`config.mk`:
```
export PLATFORM = sky130hd
export DESIGN_NAME = serial_packet_deframer_flat
export DESIGN_NICKNAME = d
export VERILOG_FILES = /design/src/rtl/spd_pkg.sv /design/src/rtl/spd_req_if.sv /design/src/rtl/spd_rsp_if.sv /design/src/rtl/spd_ctrl.sv /design/src/rtl/spd_datapath.sv /design/src/rtl/serial_packet_deframer.sv /design/src/flat_wrapper.sv
export SDC_FILE = /design/constraint.sdc
export NUM_CORES = 1
export LEC_CHECK = 0
export BUFFER_PORTS_ARGS = -buffer_cell sky130_fd_sc_hd__buf_2
export CAP_MARGIN = 0
export CORE_MARGIN = 2
export CORE_UTILIZATION = 32
export CTS_BUF_LIST = sky130_fd_sc_hd__clkbuf_8
export DETAILED_ROUTE_END_ITERATION = 16
export GPL_ROUTABILITY_DRIVEN = 0
export PLACE_DENSITY = 0.53
export REMOVE_ABC_BUFFERS = 1
export SETUP_SLACK_MARGIN = 0.05
export SLEW_MARGIN = 25
export SYNTH_ARGS = -nofsm -noshare
export SYNTH_HDL_FRONTEND = slang
export SYNTH_SLANG_ARGS = --single-unit
```
`constraint.sdc`:
```
create_clock -name clock -period 4.4 [get_ports clock]
set_clock_uncertainty 0.2 [all_clocks]
set_input_delay 0.88 -clock clock [delete_from_list [all_inputs] [get_ports clock]]
set_output_delay 0.88 -clock clock [all_outputs]
set_load 0.005 [all_outputs]
```
`src/rtl/spd_pkg.sv`:
```
package spd_pkg;

   // Default payload store depth in bytes.
   localparam int MAX_PAYLOAD_DEF = 64;

   // Fixed field widths.
   localparam int LEN_W   = 16;
   localparam int FILL_W  = 7;
   localparam int INDEX_W = 6;
   localparam int CSR_IDX_W = 1;

   // Marker register reset values.
   localparam logic [7:0] START_MARKER_RST = 8'h02;
   localparam logic [7:0] STOP_MARKER_RST  = 8'h03;

   // Configuration register indexes.
   localparam logic [CSR_IDX_W-1:0] CSR_START_MARKER = 1'b0;
   localparam logic [CSR_IDX_W-1:0] CSR_STOP_MARKER  = 1'b1;

   // Request op codes.
   localparam logic OP_BYTE    = 1'b0;
   localparam logic OP_OVERRUN = 1'b1;

   // Result status codes.
   typedef enum logic [1:0] {
      STATUS_GOOD    = 2'd0,
      STATUS_LENGTH  = 2'd1,
      STATUS_CHECK   = 2'd2,
      STATUS_OVERRUN = 2'd3
   } status_type;

   // Selects what the output register is loaded with.
   typedef enum logic [1:0] {
      OUT_ERROR = 2'd0,
      OUT_EMPTY = 2'd1,
      OUT_DATA  = 2'd2
   } out_sel_type;

   // Frame parser and emitter states.
   typedef enum logic [3:0] {
      ST_WAIT,
      ST_LEN_LO,
      ST_LEN_HI,
      ST_KIND,
      ST_DATA,
      ST_SUM,
      ST_STOP,
      ST_EMIT_RD,
      ST_EMIT_WR
   } state_type;

   // Commands from the controller to the datapath.
   typedef struct packed {
      logic        clear_frame;
      logic        load_len_lo;
      logic        load_len_hi;
      logic        load_kind;
      logic        store_byte;
      logic        load_sum;
      logic        rd_start;
      logic        rd_issue;
      logic        rd_advance;
      logic        out_load;
      out_sel_type out_sel;
      status_type  out_status;
   } spd_cmd_type;

   // Status from the datapath to the controller.
   typedef struct packed {
      logic start_hit;
      logic len_too_long;
      logic len_zero;
      logic fill_done;
      logic frame_ok;
      logic rd_last;
      logic out_free;
   } spd_stat_type;

endpackage

```
`src/rtl/spd_req_if.sv`:
```
interface spd_req_if;
   logic       valid;
   logic       ready;
   logic       op;
   logic [7:0] rx_data;

   modport source (output valid, output op, output rx_data, input ready);
   modport sink (input valid, input op, input rx_data, output ready);
endinterface

```
`src/rtl/spd_rsp_if.sv`:
```
interface spd_rsp_if;
   logic       valid;
   logic       ready;
   logic [1:0] status;
   logic [7:0] msg_kind;
   logic [6:0] frame_length;
   logic [5:0] byte_index;
   logic [7:0] payload_byte;
   logic       has_byte;
   logic       last;

   modport source (output valid, output status, output msg_kind, output frame_length,
                   output byte_index, output payload_byte, output has_byte, output last,
                   input ready);
   modport sink (input valid, input status, input msg_kind, input frame_length,
                 input byte_index, input payload_byte, input has_byte, input last,
                 output ready);
endinterface

```
`src/rtl/spd_ctrl.sv`:
```
module spd_ctrl import spd_pkg::*; (
   input  logic         clock,
   input  logic         reset,
   input  logic         req_valid,
   input  logic         req_op,
   output logic         req_ready,
   input  spd_stat_type stat,
   output spd_cmd_type  cmd
);

   state_type state_ff;
   state_type state_in;
   logic      accept;
   logic      emitting;

   // State register.
   always_ff @(posedge clock) begin
      if (reset) begin
         state_ff <= ST_WAIT;
      end else begin
         state_ff <= state_in;
      end
   end

   // A request is taken only outside the emit loop and when the result slot can take a result.
   assign emitting  = (state_ff == ST_EMIT_RD) || (state_ff == ST_EMIT_WR);
   assign req_ready = !emitting && stat.out_free;
   assign accept    = req_valid && req_ready;

   // Next state and datapath commands.
   always_comb begin
      state_in       = state_ff;
      cmd            = '0;
      cmd.out_sel    = OUT_ERROR;
      cmd.out_status = STATUS_GOOD;
      unique case (state_ff)
         ST_EMIT_RD: begin
            cmd.rd_issue = 1'b1;
            state_in     = ST_EMIT_WR;
         end
         ST_EMIT_WR: begin
            if (stat.out_free) begin
               cmd.out_load = 1'b1;
               cmd.out_sel  = OUT_DATA;
               if (stat.rd_last) begin
                  state_in = ST_WAIT;
               end else begin
                  cmd.rd_advance = 1'b1;
                  state_in       = ST_EMIT_RD;
               end
            end
         end
         default: begin
            if (accept && (req_op == OP_OVERRUN)) begin
               // An overrun drops any frame in progress.
               cmd.out_load   = 1'b1;
               cmd.out_status = STATUS_OVERRUN;
               state_in       = ST_WAIT;
            end else if (accept) begin
               unique case (state_ff)
                  ST_WAIT: begin
                     if (stat.start_hit) begin
                        cmd.clear_frame = 1'b1;
                        state_in        = ST_LEN_LO;
                     end
                  end
                  ST_LEN_LO: begin
                     cmd.load_len_lo = 1'b1;
                     state_in        = ST_LEN_HI;
                  end
                  ST_LEN_HI: begin
                     cmd.load_len_hi = 1'b1;
                     if (stat.len_too_long) begin
                        cmd.out_load   = 1'b1;
                        cmd.out_status = STATUS_LENGTH;
                        state_in       = ST_WAIT;
                     end else begin
                        state_in = ST_KIND;
                     end
                  end
                  ST_KIND: begin
                     cmd.load_kind = 1'b1;
                     state_in      = stat.len_zero ? ST_SUM : ST_DATA;
                  end
                  ST_DATA: begin
                     cmd.store_byte = 1'b1;
                     if (stat.fill_done) begin
                        state_in = ST_SUM;
                     end
                  end
                  ST_SUM: begin
                     cmd.load_sum = 1'b1;
                     state_in     = ST_STOP;
                  end
                  ST_STOP: begin
                     if (!stat.frame_ok) begin
                        cmd.out_load   = 1'b1;
                        cmd.out_status = STATUS_CHECK;
                        state_in       = ST_WAIT;
                     end else if (stat.len_zero) begin
                        cmd.out_load = 1'b1;
                        cmd.out_sel  = OUT_EMPTY;
                        state_in     = ST_WAIT;
                     end else begin
                        cmd.rd_start = 1'b1;
                        state_in     = ST_EMIT_RD;
                     end
                  end
                  default: begin
                     state_in = ST_WAIT;
                  end
               endcase
            end
         end
      endcase
   end

   // An overrun always sends the parser back to waiting for a start byte.
   assert property (@(posedge clock) disable iff (reset)
      (accept && (req_op == OP_OVERRUN)) |=> (state_ff == ST_WAIT))
      else $error("overrun did not return the parser to waiting");

   // Every memory read is followed by the emit write state, which hands its data to the result slot.
   assert property (@(posedge clock) disable iff (reset)
      (state_ff == ST_EMIT_RD) |=> (state_ff == ST_EMIT_WR))
      else $error("emit read not followed by emit write");

   // A pending result is never overwritten.
   assert property (@(posedge clock) disable iff (reset)
      cmd.out_load |-> stat.out_free)
      else $error("result slot loaded while still occupied");

endmodule

```
`src/rtl/spd_datapath.sv`:
```
module spd_datapath import spd_pkg::*; #(
   parameter int MAX_PAYLOAD = MAX_PAYLOAD_DEF
) (
   input  logic                 clock,
   input  logic                 reset,
   input  logic [7:0]           rx_data,
   input  logic                 csr_we,
   input  logic [CSR_IDX_W-1:0] csr_index,
   input  logic [7:0]           csr_wdata,
   input  spd_cmd_type          cmd,
   output spd_stat_type         stat,
   output logic                 rsp_valid,
   input  logic                 rsp_ready,
   output logic [1:0]           rsp_status,
   output logic [7:0]           rsp_msg_kind,
   output logic [6:0]           rsp_frame_length,
   output logic [5:0]           rsp_byte_index,
   output logic [7:0]           rsp_payload_byte,
   output logic                 rsp_has_byte,
   output logic                 rsp_last
);

   localparam int AW = (MAX_PAYLOAD > 1) ? $clog2(MAX_PAYLOAD) : 1;

   // Marker registers.
   logic [7:0] start_marker_ff;
   logic [7:0] stop_marker_ff;

   // Frame state.
   logic [LEN_W-1:0]  expected_len_ff;
   logic [LEN_W-1:0]  expected_len_in;
   logic [FILL_W-1:0] fill_count_ff;
   logic [FILL_W-1:0] fill_count_in;
   logic [7:0]        kind_seen_ff;
   logic [7:0]        kind_seen_in;
   logic [7:0]        running_xor_ff;
   logic [7:0]        running_xor_in;
   logic [7:0]        xor_received_ff;
   logic [7:0]        xor_received_in;
   logic [LEN_W-1:0]  len_candidate;

   // Payload store and its read side.
   logic [7:0]    mem [MAX_PAYLOAD];
   logic [7:0]    mem_q_ff;
   logic [AW-1:0] rd_idx_ff;
   logic [AW-1:0] rd_idx_in;

   // Result slot.
   logic       rsp_valid_ff;
   logic       rsp_valid_in;
   logic [1:0] status_ff;
   logic [1:0] status_in;
   logic [7:0] kind_ff;
   logic [7:0] kind_in;
   logic [6:0] len_ff;
   logic [6:0] len_in;
   logic [5:0] idx_ff;
   logic [5:0] idx_in;
   logic [7:0] byte_ff;
   logic [7:0] byte_in;
   logic       has_ff;
   logic       has_in;
   logic       last_ff;
   logic       last_in;

   // Configuration writes.
   always_ff @(posedge clock) begin
      if (reset) begin
         start_marker_ff <= START_MARKER_RST;
         stop_marker_ff  <= STOP_MARKER_RST;
      end else if (csr_we) begin
         unique case (csr_index)
            CSR_START_MARKER: start_marker_ff <= csr_wdata;
            CSR_STOP_MARKER:  stop_marker_ff  <= csr_wdata;
            default: begin
            end
         endcase
      end
   end

   // Frame state updates; the checksum folds in length, type and payload bytes.
   assign len_candidate = {rx_data, expected_len_ff[7:0]};

   always_comb begin
      expected_len_in = expected_len_ff;
      fill_count_in   = fill_count_ff;
      kind_seen_in    = kind_seen_ff;
      running_xor_in  = running_xor_ff;
      xor_received_in = xor_received_ff;
      if (cmd.clear_frame) begin
         expected_len_in = '0;
         fill_count_in   = '0;
         kind_seen_in    = '0;
         running_xor_in  = '0;
         xor_received_in = '0;
      end
      if (cmd.load_len_lo) begin
         expected_len_in = {8'h00, rx_data};
      end
      if (cmd.load_len_hi) begin
         expected_len_in = len_candidate;
      end
      if (cmd.load_kind) begin
         kind_seen_in = rx_data;
      end
      if (cmd.store_byte) begin
         fill_count_in = fill_count_ff + 7'd1;
      end
      if (cmd.load_len_lo || cmd.load_len_hi || cmd.load_kind || cmd.store_byte) begin
         running_xor_in = running_xor_ff ^ rx_data;
      end
      if (cmd.load_sum) begin
         xor_received_in = rx_data;
      end
   end

   always_ff @(posedge clock) begin
      expected_len_ff <= expected_len_in;
      fill_count_ff   <= fill_count_in;
      kind_seen_ff    <= kind_seen_in;
      running_xor_ff  <= running_xor_in;
      xor_received_ff <= xor_received_in;
   end

   // Payload store: written during the frame, read one byte at a time while emitting.
   always_ff @(posedge clock) begin
      if (cmd.store_byte) begin
         mem[fill_count_ff[AW-1:0]] <= rx_data;
      end
      if (cmd.rd_issue) begin
         mem_q_ff <= mem[rd_idx_ff];
      end
   end

   // Emit read pointer.
   always_comb begin
      rd_idx_in = rd_idx_ff;
      if (cmd.rd_start) begin
         rd_idx_in = '0;
      end else if (cmd.rd_advance) begin
         rd_idx_in = rd_idx_ff + AW'(1);
      end
   end

   always_ff @(posedge clock) begin
      rd_idx_ff <= rd_idx_in;
   end

   // Status to the controller.
   assign stat.start_hit    = (rx_data == start_marker_ff);
   assign stat.len_too_long = (len_candidate > LEN_W'(MAX_PAYLOAD));
   assign stat.len_zero     = (expected_len_ff == '0);
   assign stat.fill_done    = ({9'd0, fill_count_ff + 7'd1} >= expected_len_ff);
   assign stat.frame_ok     = (rx_data == stop_marker_ff) && (running_xor_ff == xor_received_ff);
   assign stat.rd_last      = (7'(rd_idx_ff) == (expected_len_ff[6:0] - 7'd1));
   assign stat.out_free     = !rsp_valid_ff || rsp_ready;

   // Result slot load.
   always_comb begin
      rsp_valid_in = rsp_valid_ff && !rsp_ready;
      status_in    = status_ff;
      kind_in      = kind_ff;
      len_in       = len_ff;
      idx_in       = idx_ff;
      byte_in      = byte_ff;
      has_in       = has_ff;
      last_in      = last_ff;
      if (cmd.out_load) begin
         rsp_valid_in = 1'b1;
         unique case (cmd.out_sel)
            OUT_EMPTY: begin
               status_in = STATUS_GOOD;
               kind_in   = kind_seen_ff;
               len_in    = '0;
               idx_in    = '0;
               byte_in   = '0;
               has_in    = 1'b0;
               last_in   = 1'b1;
            end
            OUT_DATA: begin
               status_in = STATUS_GOOD;
               kind_in   = kind_seen_ff;
               len_in    = expected_len_ff[6:0];
               idx_in    = INDEX_W'(rd_idx_ff);
               byte_in   = mem_q_ff;
               has_in    = 1'b1;
               last_in   = stat.rd_last;
            end
            default: begin
               status_in = cmd.out_status;
               kind_in   = '0;
               len_in    = '0;
               idx_in    = '0;
               byte_in   = '0;
               has_in    = 1'b0;
               last_in   = 1'b1;
            end
         endcase
      end
   end

   always_ff @(posedge clock) begin
      if (reset) begin
         rsp_valid_ff <= 1'b0;
      end else begin
         rsp_valid_ff <= rsp_valid_in;
      end
   end

   always_ff @(posedge clock) begin
      status_ff <= status_in;
      kind_ff   <= kind_in;
      len_ff    <= len_in;
      idx_ff    <= idx_in;
      byte_ff   <= byte_in;
      has_ff    <= has_in;
      last_ff   <= last_in;
   end

   assign rsp_valid        = rsp_valid_ff;
   assign rsp_status       = status_ff;
   assign rsp_msg_kind     = kind_ff;
   assign rsp_frame_length = len_ff;
   assign rsp_byte_index   = idx_ff;
   assign rsp_payload_byte = byte_ff;
   assign rsp_has_byte     = has_ff;
   assign rsp_last         = last_ff;

   // Payload bytes are stored only below the store depth.
   assert property (@(posedge clock) disable iff (reset)
      cmd.store_byte |-> (fill_count_ff < FILL_W'(MAX_PAYLOAD)))
      else $error("payload store written past its depth");

   // A payload result always refers to a byte inside the received length.
   assert property (@(posedge clock) disable iff (reset)
      (cmd.out_load && (cmd.out_sel == OUT_DATA))
         |-> ((LEN_W'(rd_idx_ff) < expected_len_ff)
              && (expected_len_ff <= LEN_W'(MAX_PAYLOAD))))
      else $error("payload result outside the frame length");

endmodule

```
`src/rtl/serial_packet_deframer.sv`:
```
// Channel   Direction  Handshake      Payload
// req_chan  in         valid/ready    op, rx_data
// rsp_chan  out        valid/ready    status, msg_kind, frame_length, byte_index,
//                                     payload_byte, has_byte, last
// csr_*     in         write enable   csr_index, csr_wdata
//
// One request is taken per cycle while a frame is being parsed and the result register can
// load; error and empty-frame results leave in the cycle after the request that ends them.
// A good frame of n payload bytes is sent as n results, each made by a memory read and then
// a load of the result register; requests are held off until the last of them is loaded.
// Reset is synchronous and puts the parser in the waiting state with markers 2 and 3.
// A stalled result holds the result register; requests are taken only while it can load.
module serial_packet_deframer import spd_pkg::*; #(
   parameter int MAX_PAYLOAD = MAX_PAYLOAD_DEF
) (
   input  logic                 clock,
   input  logic                 reset,
   spd_req_if.sink              req_chan,
   spd_rsp_if.source            rsp_chan,
   input  logic                 csr_we,
   input  logic [CSR_IDX_W-1:0] csr_index,
   input  logic [7:0]           csr_wdata
);

   spd_cmd_type  cmd;
   spd_stat_type stat;

   // Frame sequencing.
   spd_ctrl u_ctrl (
      .clock     (clock),
      .reset     (reset),
      .req_valid (req_chan.valid),
      .req_op    (req_chan.op),
      .req_ready (req_chan.ready),
      .stat      (stat),
      .cmd       (cmd)
   );

   // Frame registers, payload store and result register.
   spd_datapath #(
      .MAX_PAYLOAD (MAX_PAYLOAD)
   ) u_datapath (
      .clock            (clock),
      .reset            (reset),
      .rx_data          (req_chan.rx_data),
      .csr_we           (csr_we),
      .csr_index        (csr_index),
      .csr_wdata        (csr_wdata),
      .cmd              (cmd),
      .stat             (stat),
      .rsp_valid        (rsp_chan.valid),
      .rsp_ready        (rsp_chan.ready),
      .rsp_status       (rsp_chan.status),
      .rsp_msg_kind     (rsp_chan.msg_kind),
      .rsp_frame_length (rsp_chan.frame_length),
      .rsp_byte_index   (rsp_chan.byte_index),
      .rsp_payload_byte (rsp_chan.payload_byte),
      .rsp_has_byte     (rsp_chan.has_byte),
      .rsp_last         (rsp_chan.last)
   );

endmodule
```
`src/flat_wrapper.sv`:
```
// flat-port wrapper written by rule: the top's interface ports become plain ports
module serial_packet_deframer_flat import spd_pkg::*;
#(
   parameter int MAX_PAYLOAD = MAX_PAYLOAD_DEF
)
  (clock, reset, csr_we, csr_index, csr_wdata, req_chan_valid, req_chan_op, req_chan_rx_data, req_chan_ready, rsp_chan_valid, rsp_chan_status, rsp_chan_msg_kind, rsp_chan_frame_length, rsp_chan_byte_index, rsp_chan_payload_byte, rsp_chan_has_byte, rsp_chan_last, rsp_chan_ready);
  spd_req_if req_chan_i ();
  spd_rsp_if rsp_chan_i ();
  input  logic clock;
  input  logic reset;
  input  logic csr_we;
  input  logic [CSR_IDX_W-1:0] csr_index;
  input  logic [7:0] csr_wdata;
  input wire logic [$bits(req_chan_i.valid)-1:0] req_chan_valid;
  input wire logic [$bits(req_chan_i.op)-1:0] req_chan_op;
  input wire logic [$bits(req_chan_i.rx_data)-1:0] req_chan_rx_data;
  output wire logic [$bits(req_chan_i.ready)-1:0] req_chan_ready;
  output wire logic [$bits(rsp_chan_i.valid)-1:0] rsp_chan_valid;
  output wire logic [$bits(rsp_chan_i.status)-1:0] rsp_chan_status;
  output wire logic [$bits(rsp_chan_i.msg_kind)-1:0] rsp_chan_msg_kind;
  output wire logic [$bits(rsp_chan_i.frame_length)-1:0] rsp_chan_frame_length;
  output wire logic [$bits(rsp_chan_i.byte_index)-1:0] rsp_chan_byte_index;
  output wire logic [$bits(rsp_chan_i.payload_byte)-1:0] rsp_chan_payload_byte;
  output wire logic [$bits(rsp_chan_i.has_byte)-1:0] rsp_chan_has_byte;
  output wire logic [$bits(rsp_chan_i.last)-1:0] rsp_chan_last;
  input wire logic [$bits(rsp_chan_i.ready)-1:0] rsp_chan_ready;
  assign req_chan_i.valid = req_chan_valid;
  assign req_chan_i.op = req_chan_op;
  assign req_chan_i.rx_data = req_chan_rx_data;
  assign req_chan_ready = req_chan_i.ready;
  assign rsp_chan_valid = rsp_chan_i.valid;
  assign rsp_chan_status = rsp_chan_i.status;
  assign rsp_chan_msg_kind = rsp_chan_i.msg_kind;
  assign rsp_chan_frame_length = rsp_chan_i.frame_length;
  assign rsp_chan_byte_index = rsp_chan_i.byte_index;
  assign rsp_chan_payload_byte = rsp_chan_i.payload_byte;
  assign rsp_chan_has_byte = rsp_chan_i.has_byte;
  assign rsp_chan_last = rsp_chan_i.last;
  assign rsp_chan_i.ready = rsp_chan_ready;
  serial_packet_deframer #(.MAX_PAYLOAD(MAX_PAYLOAD)) u_core (.clock(clock), .reset(reset), .req_chan(req_chan_i), .rsp_chan(rsp_chan_i), .csr_we(csr_we), .csr_index(csr_index), .csr_wdata(csr_wdata));
endmodule
```
==> results of run 1 <==
[critical path, cell delays in order (launching register included)]
cell and delay (ns):
dfxtp_1 0.56, and4b_4 0.33, nor4b_1 0.58, nand3_1 0.39
nor2_1 0.36, nand2_1 0.41, nor2_1 0.69
[metrics by stage]
| step | worst slack (ns) | TNS (ns) | area, um2 | power [mW] |
|---|---|---|---|---|
| floorplan | -3.00 | -46.06 | 24900 | 7.47 |
| global placement | 0.513 | 0 | 27300 | 7.77 |
| detailed placement | 0.366 | 0 | 27300 | 7.78 |
| CTS | 0.487 | 0 | 29000 | 12.2 |
| global route | 0.303 | 0 | 29000 | 12.6 |
| finish | 0.515 | 0 | 29000 | 12.1 |
[kinds of logic (layout without fill, tap and decap cells)]
group                      after synthesis  count (layout)
adders and majority gates               10              10
AOI/OAI and AO/OA                       77              77
xor gates and xnor gates                43              43
and+or+nand+nor                        337             337
muxes                                  160             160
buffers and inverters                   95             356
DFF                                    627             627
[power breakdown]
group	switching [mW]	internal, mW
Clock	2.25	2.19
Sequential	0.0646	6.59
Combinational	0.525	0.451
Total	2.84	9.23
[registers in the layout, indices dropped and copies added (netlist names), 4 cells and up]
signal                              count
u_core.u_ctrl.state_ff                  4
u_core.u_datapath.expected_len_ff      16
u_core.u_datapath.fill_count_ff         7
u_core.u_datapath.kind_seen_ff          8
u_core.u_datapath.mem                 512
u_core.u_datapath.mem_q_ff              8
u_core.u_datapath.rd_idx_ff             6
u_core.u_datapath.rsp_byte_index        6
u_core.u_datapath.rsp_frame_length      7
u_core.u_datapath.rsp_msg_kind          8
u_core.u_datapath.rsp_payload_byte      8
u_core.u_datapath.running_xor_ff        8
u_core.u_datapath.start_marker_ff       8
u_core.u_datapath.stop_marker_ff        8
u_core.u_datapath.xor_received_ff       8
[metal layers]
metal  GRT usage, %  vias to the layer above  routed length (um)
met5              0                        -                  11
met4           4.79                        2                1280
met3           3.47                       73                3900
met2           23.7                      433               28700
met1           21.7                     6862               28100
li1               -                     5762                   -
[layout make-up]
cell class	instances	area (um2)	area share, %
multi-input cells	627	6240	21.5
clock inverters	76	347	1.19
well taps	1040	1300	4.48
flip-flops and latches	627	18600	64.0
inverters	16	60.1	0.207
clock buffers	101	1390	4.79
repair buffers	163	1120	3.85
[layout by cell type (no fill, tap or decap), types with 4 or more instances in the layout]
master / count
o21ai_0: 8
a31oi_1: 9
nand2_1: 69
buf_2: 57
nand3b_1: 8
a21oi_1: 21
edfxtp_1: 600
a311oi_1: 6
nand4_1: 6
nand3_1: 17
mux4_2: 154
nor3_1: 10
nor2_1: 117
and2_1: 33
inv_1: 38
or4_1: 4
ha_1: 10
nor2b_1: 12
clkinv_2: 19
nor4_1: 7
o31ai_1: 4
or3_1: 6
clkinv_1: 31
dfxtp_1: 24
buf_4: 103
o22ai_1: 8
and3_1: 21
xor2_1: 15
clkbuf_8: 101
nand2b_1: 6
xnor2_1: 28
[final timing paths]
kind	cells past startpoint	slack (ns)	to	start
worst max-delay path	6	0.51	u_core.u_datapath.mem[8][0]	u_core.u_ctrl.state_ff[3]
worst min-delay path	3	0.24	u_core.u_datapath.start_marker_ff[1]	csr_wdata[1]
worst max register to register	6	0.51	u_core.u_datapath.mem[8][0]	u_core.u_ctrl.state_ff[3]
worst min register to register	2	0.27	u_core.u_datapath.start_marker_ff[0]	u_core.u_datapath.start_marker_ff[0]
==> flow_summary_export.csv, run 1 <==
group,metric,value,unit
synthesis,netlist_top_cells_count,"edfxtp_1 (600), mux4_2 (154), nor2_1 (117)",
floorplanning,fp.dieW,285,um
synthesis,syn_area_per_cell,18.7,um2
floorplanning,start_util,32.4,%
cts,clk_pin_slew,0.06,ns
setup_path,cp-start-kind,"register",
finish,utilization,37.3,%
setup_path,crit_arrival,4.00,ns
sta,slew_headroom,37.4,%
route,routed_wl,62100,um
global_routing,grt_util_all_layers,15.4,%
route,drtPass1Iterations,7,
sta,rsz0062_at_grt,"no",
cts,cts_tree,"yes",
global_routing,grt_start_max_net_pins,68,
cts,ctsResizeCount,0,
cts,post-cts-setup-buffer-count,0,
route,drt-initial-drc-count,1101,
route,vias_per_cell,4.96,
run_status,status,"completed",
sta,whs,0.238,ns
synthesis,synth.most_common_cell,"edfxtp_1",
synthesis,synth-xor-area-share,1.49,%
finish,area_growth,15.1,%
synthesis,ys_ff_latch,627,
route,final_antenna_net_count,0,
cts,cts_sinks,627,
global_routing,grt_pass1_vias,13600,
synthesis,synth_edf_count,600,
route,routed-via-count,13100,
floorplanning,design.portCount,58,
synthesis,synth-warning-count,0,
setup_path,worst_setup_path_end_kind,"register",
finish,n_fill_cell,7182,
synthesis,synth_top_area_share,71.5,%
placed_design,dp_hpwl,40100,um
synthesis,syn_inst,1349,
route,wl_per_cell,23.4,um
finish,drive_gt1_share,29.1,%
synthesis,ys_seq_area_share,73.6,%
sta,final_hold_viol_count,0,
hold_path,hold_path_class,"input pin to register",
cts,clock_latency,0.68,ns
placed_design,dp_cells,2473,
cts,root_buffer,"clkbuf_8",
floorplanning,num_rows,102,
sta,worst_slew_pin_slew,0.939,ns
setup_path,critPathRequiredTime,4.51,ns
job,cap_violations,0,
cts,numCtsBuffers,99,
pwr,ir_drop,0.207,mV
cts,clockBufferDepth,3,
synthesis,ys_types,62,
floorplanning,die_area,81100,um2
synthesis,syn_area,25200,um2
finish,nNetsFinal,1567,
sta,setup_viol,0,
floorplanning,core,77700,um2
synthesis,synth_top_family_by_area,"multiplexers",
finish,fin_cells,2650,
cts,cts_hold_buffers,0,
global_routing,antenna_found_initial,2,
synthesis,synthAdderAreaFrac,0.496,%
synthesis,ys.flop_type,"edfxtp_1",
synthesis,synthSimpleGateAreaFrac,6.72,%
sta,fmax,257,MHz
synthesis,async_flop_share,0,%
setup_path,worst-setup-path-type,"register to register",
route,drc,0,
finish,diodes,0,
placed_design,port_buffers,57,
pwr,p_per_area,416,nW/um2
global_routing,grt_pass1_wl,91900,um
synthesis,ys_top_cells_by_area,"edfxtp_1 (71%), mux4_2 (14%), dfxtp_1 (2.1%), nor2_1 (1.7%), nand2_1 (1.0%)",
pwr,power_leakage,9.39,nW
sta,min_period_over_period,88.3,%
sta,slew_viol_final,0,
synthesis,synthMuxAreaShare,14.0,%
setup_path,cp_max_fo,13,
synthesis,synth-compound-area-share,2.04,%
synthesis,yosys.area.top_type,"edfxtp_1",
floorplanning,fp.dieH,285,um
global_routing,grt_remaining_overflow,0,
cts,h-tree-depth,3,
sta,period_minus_slack,3.89,ns
(Power assumes the default switching activity.)
==> run 2, diff against run 1 <==
--- a/config.mk
+++ b/config.mk
@@ -18,4 +18,5 @@
 export SLEW_MARGIN = 25
 export SYNTH_ARGS = -nofsm -noshare
 export SYNTH_HDL_FRONTEND = slang
+export SYNTH_HIERARCHICAL = 1
 export SYNTH_SLANG_ARGS = --single-unit
==> run 2 against run 1 <==
  * Highest routed layer unchanged
  * Total power about the same
  * Critical endpoint is now u_core/u_datapath/mem[58][0]
  * Design area up 0.66%
  * Non-clock buffer count down 8
  * Hold slack better by 0.0097 ns
  * Register-to-register slack better by 0.37 ns
==> flow_summary_export.csv, run 2 <==
group,metric,value,unit
run_status,status,"completed",
floorplanning,core,78900,um2
job,cap_violations,0,
sta,timing.setup.tns,0,ns
synthesis,netlist_top_cells_count,"edfxtp_1 (600), mux4_2 (98), nor2_1 (98)",
sta,slew_viol_final,0,
floorplanning,fp.dieW,286,um
cts,post-cts-setup-buffer-count,0,
sta,whs,0.248,ns
floorplanning,fp.dieH,286,um
sta,min_period_over_period,79.8,%
route,drtPass1Iterations,5,
sta,rsz0062_at_grt,"no",
route,topRoutingLayerUsed,"met5",
synthesis,ys_ff_latch,627,
floorplanning,design.portCount,58,
cts,clk_pin_slew,0.06,ns
setup_path,critPathRequiredTime,4.51,ns
global_routing,grt_util_all_layers,15.9,%
cts,cts_tree,"yes",
cts,cts_sinks,627,
synthesis,synth_edf_count,600,
global_routing,antenna_found_initial,6,
finish,area_growth,14.6,%
sta,period_minus_slack,3.51,ns
setup_path,worst-setup-path-type,"register to register",
synthesis,synth-warning-count,6,
synthesis,synth_top_area_share,70.7,%
cts,root_buffer,"clkbuf_8",
sta,fmax,285,MHz
finish,layout_common_cells,"edfxtp_1 (600), clkbuf_8 (101), nor2_1 (98), mux4_2 (98), buf_4 (95)",
global_routing,grt_pass1_vias,14000,
floorplanning,die_area,81900,um2
global_routing,grt_remaining_overflow,0,
pwr,power_leakage,9.25,nW
setup_path,crit_arrival,3.62,ns
sta,slew_headroom,32.8,%
finish,fin_cells,2742,
placed_design,dp_cells,2564,
placed_design,port_buffers,57,
route,wl_per_cell,23.6,um
synthesis,ys.flop_type,"edfxtp_1",
sta,worst_slew_pin_slew,1.01,ns
sta,final_hold_viol_count,0,
setup_path,cp-start-kind,"register",
cts,h-tree-depth,3,
route,final_antenna_net_count,0,
finish,layout_commonest_cell,"edfxtp_1",
finish,nNetsFinal,1645,
cts,clock_latency,0.69,ns
synthesis,yosys.area.top_type,"edfxtp_1",
finish,largest_reg_flops,512,
route,routed_wl,64700,um
placed_design,dp_hpwl,40800,um
route,drt-initial-drc-count,1225,
synthesis,ys_types,63,
synthesis,ys_seq_area_share,72.8,%
sta,setup_viol,0,
synthesis,ys_top_cells_by_area,"edfxtp_1 (71%), mux4_2 (8.7%), mux2i_1 (3.5%), dfxtp_1 (2.1%), and2_1 (1.6%)",
route,route.met3.wl,3550,um
setup_path,worst_setup_path_end_kind,"register",
setup_path,cp_max_fo,13,
synthesis,syn_inst,1441,
cts,cts_hold_buffers,0,
floorplanning,start_util,32.3,%
pwr,ir_drop,0.190,mV
synthesis,async_flop_share,0,%
synthesis,syn_area_per_cell,17.7,um2
placed_design,post-place-ws,0.264,ns
route,m1WireLength,27800,um
cts,numCtsBuffers,95,
synthesis,synth.most_common_cell,"edfxtp_1",
cts,clockBufferDepth,3,
pwr,p_per_area,413,nW/um2
global_routing,grt_start_max_net_pins,70,
floorplanning,num_rows,103,
cts,ctsResizeCount,0,
sta,layout_setup_ws,0.887,ns
route,met2_length,31600,um
global_routing,grt_pass1_wl,95800,um
route,routed-via-count,13600,
synthesis,syn_area,25500,um2
route,vias_per_cell,4.97,
route,drc,0,
hold_path,hold_path_class,"input pin to register",
finish,drive_gt1_share,23.8,%
==> run 2: changes by cell type after synthesis, moves of 14 or more <==
cell      change
mux2i_1      +87
mux4_2       -56
and2_1       +31
a211oi_1     +29
nor2_1       -19
buf_4        +14
o22ai_1      +14
==> run 2: cells by family (layout without fill, tap and decap cells) <==
group / count (synthesis) / after routing / share of synthesized area [%]
adders and majority gates: 11 / 11 / 0.540
DFF: 627 / 627 / 72.8
xor gates and xnor gates: 50 / 50 / 1.72
AOI/OAI and AO/OA: 133 / 133 / 3.76
and+or+nand+nor: 336 / 336 / 6.93
other: 0 / 2 / 0
buffers and inverters: 96 / 345 / 2.08
muxes: 188 / 188 / 12.2
==> run 2: cell type report <==
class | count | area [um2]
clock inverters | 75 | 408
fillers | 7361 | 49700
repair buffers | 155 | 1060
flip-flops and latches | 627 | 18600
inverters | 14 | 52.6
clock buffers | 101 | 1390
well taps | 1050 | 1310
multi-input cells | 718 | 6420
diodes | 2 | 5.00
==> run 2: worst max-delay path, cell delays in order (launching register included) <==
cell and delay, ns:
dfxtp_1 0.31, nand2b_1 0.19, nand2_1 0.11, or4_2 0.62, nor3_1 0.19, buf_4 0.23
nor2b_1 0.20, buf_4 0.16, nand3b_1 0.11, buf_4 0.24, nor2_1 0.58
==> run 2: per-stage QoR <==
| stage | utilization, % | area [um2] | total power, mW |
|---|---|---|---|
| 2_1_floorplan | - | 25000 | 7.37 |
| 3_3_place_gp | 34.8 | 27400 | 7.63 |
| 3_5_place_dp | 34.8 | 27400 | 7.63 |
| 4_1_cts | 37.0 | 29200 | 12.2 |
| 5_1_grt | 37.0 | 29200 | 12.5 |
| 6_report | 37.0 | 29200 | 12.1 |
==> run 2: path summary, 6_finish.rpt <==
check	from	end	slack (ns)	depth (start not counted)
hold / removal	csr_wdata[0]	u_core/u_datapath/start_marker_ff[0]	0.25	3
setup reg to reg	u_core/u_datapath/rsp_valid	u_core/u_datapath/mem[58][0]	0.89	10
setup / recovery	u_core/u_datapath/rsp_valid	u_core/u_datapath/mem[58][0]	0.89	10
hold reg to reg	u_core/u_datapath/start_marker_ff[4]	u_core/u_datapath/start_marker_ff[4]	0.27	2
==> run 2: per-layer routing <==
layer	vias to the layer above	global-route usage, %
li1	6038	-
met1	7084	21.1
met2	421	26.2
met3	95	2.82
met4	2	5.79
met5	-	0
==> run 2: power by group <==
part           switching (mW)  internal, mW  total, mW
sequential             0.0527          6.58       6.63
combinational           0.483         0.369      0.852
clock                    2.23          2.35       4.58
total                    2.77          9.30       12.1
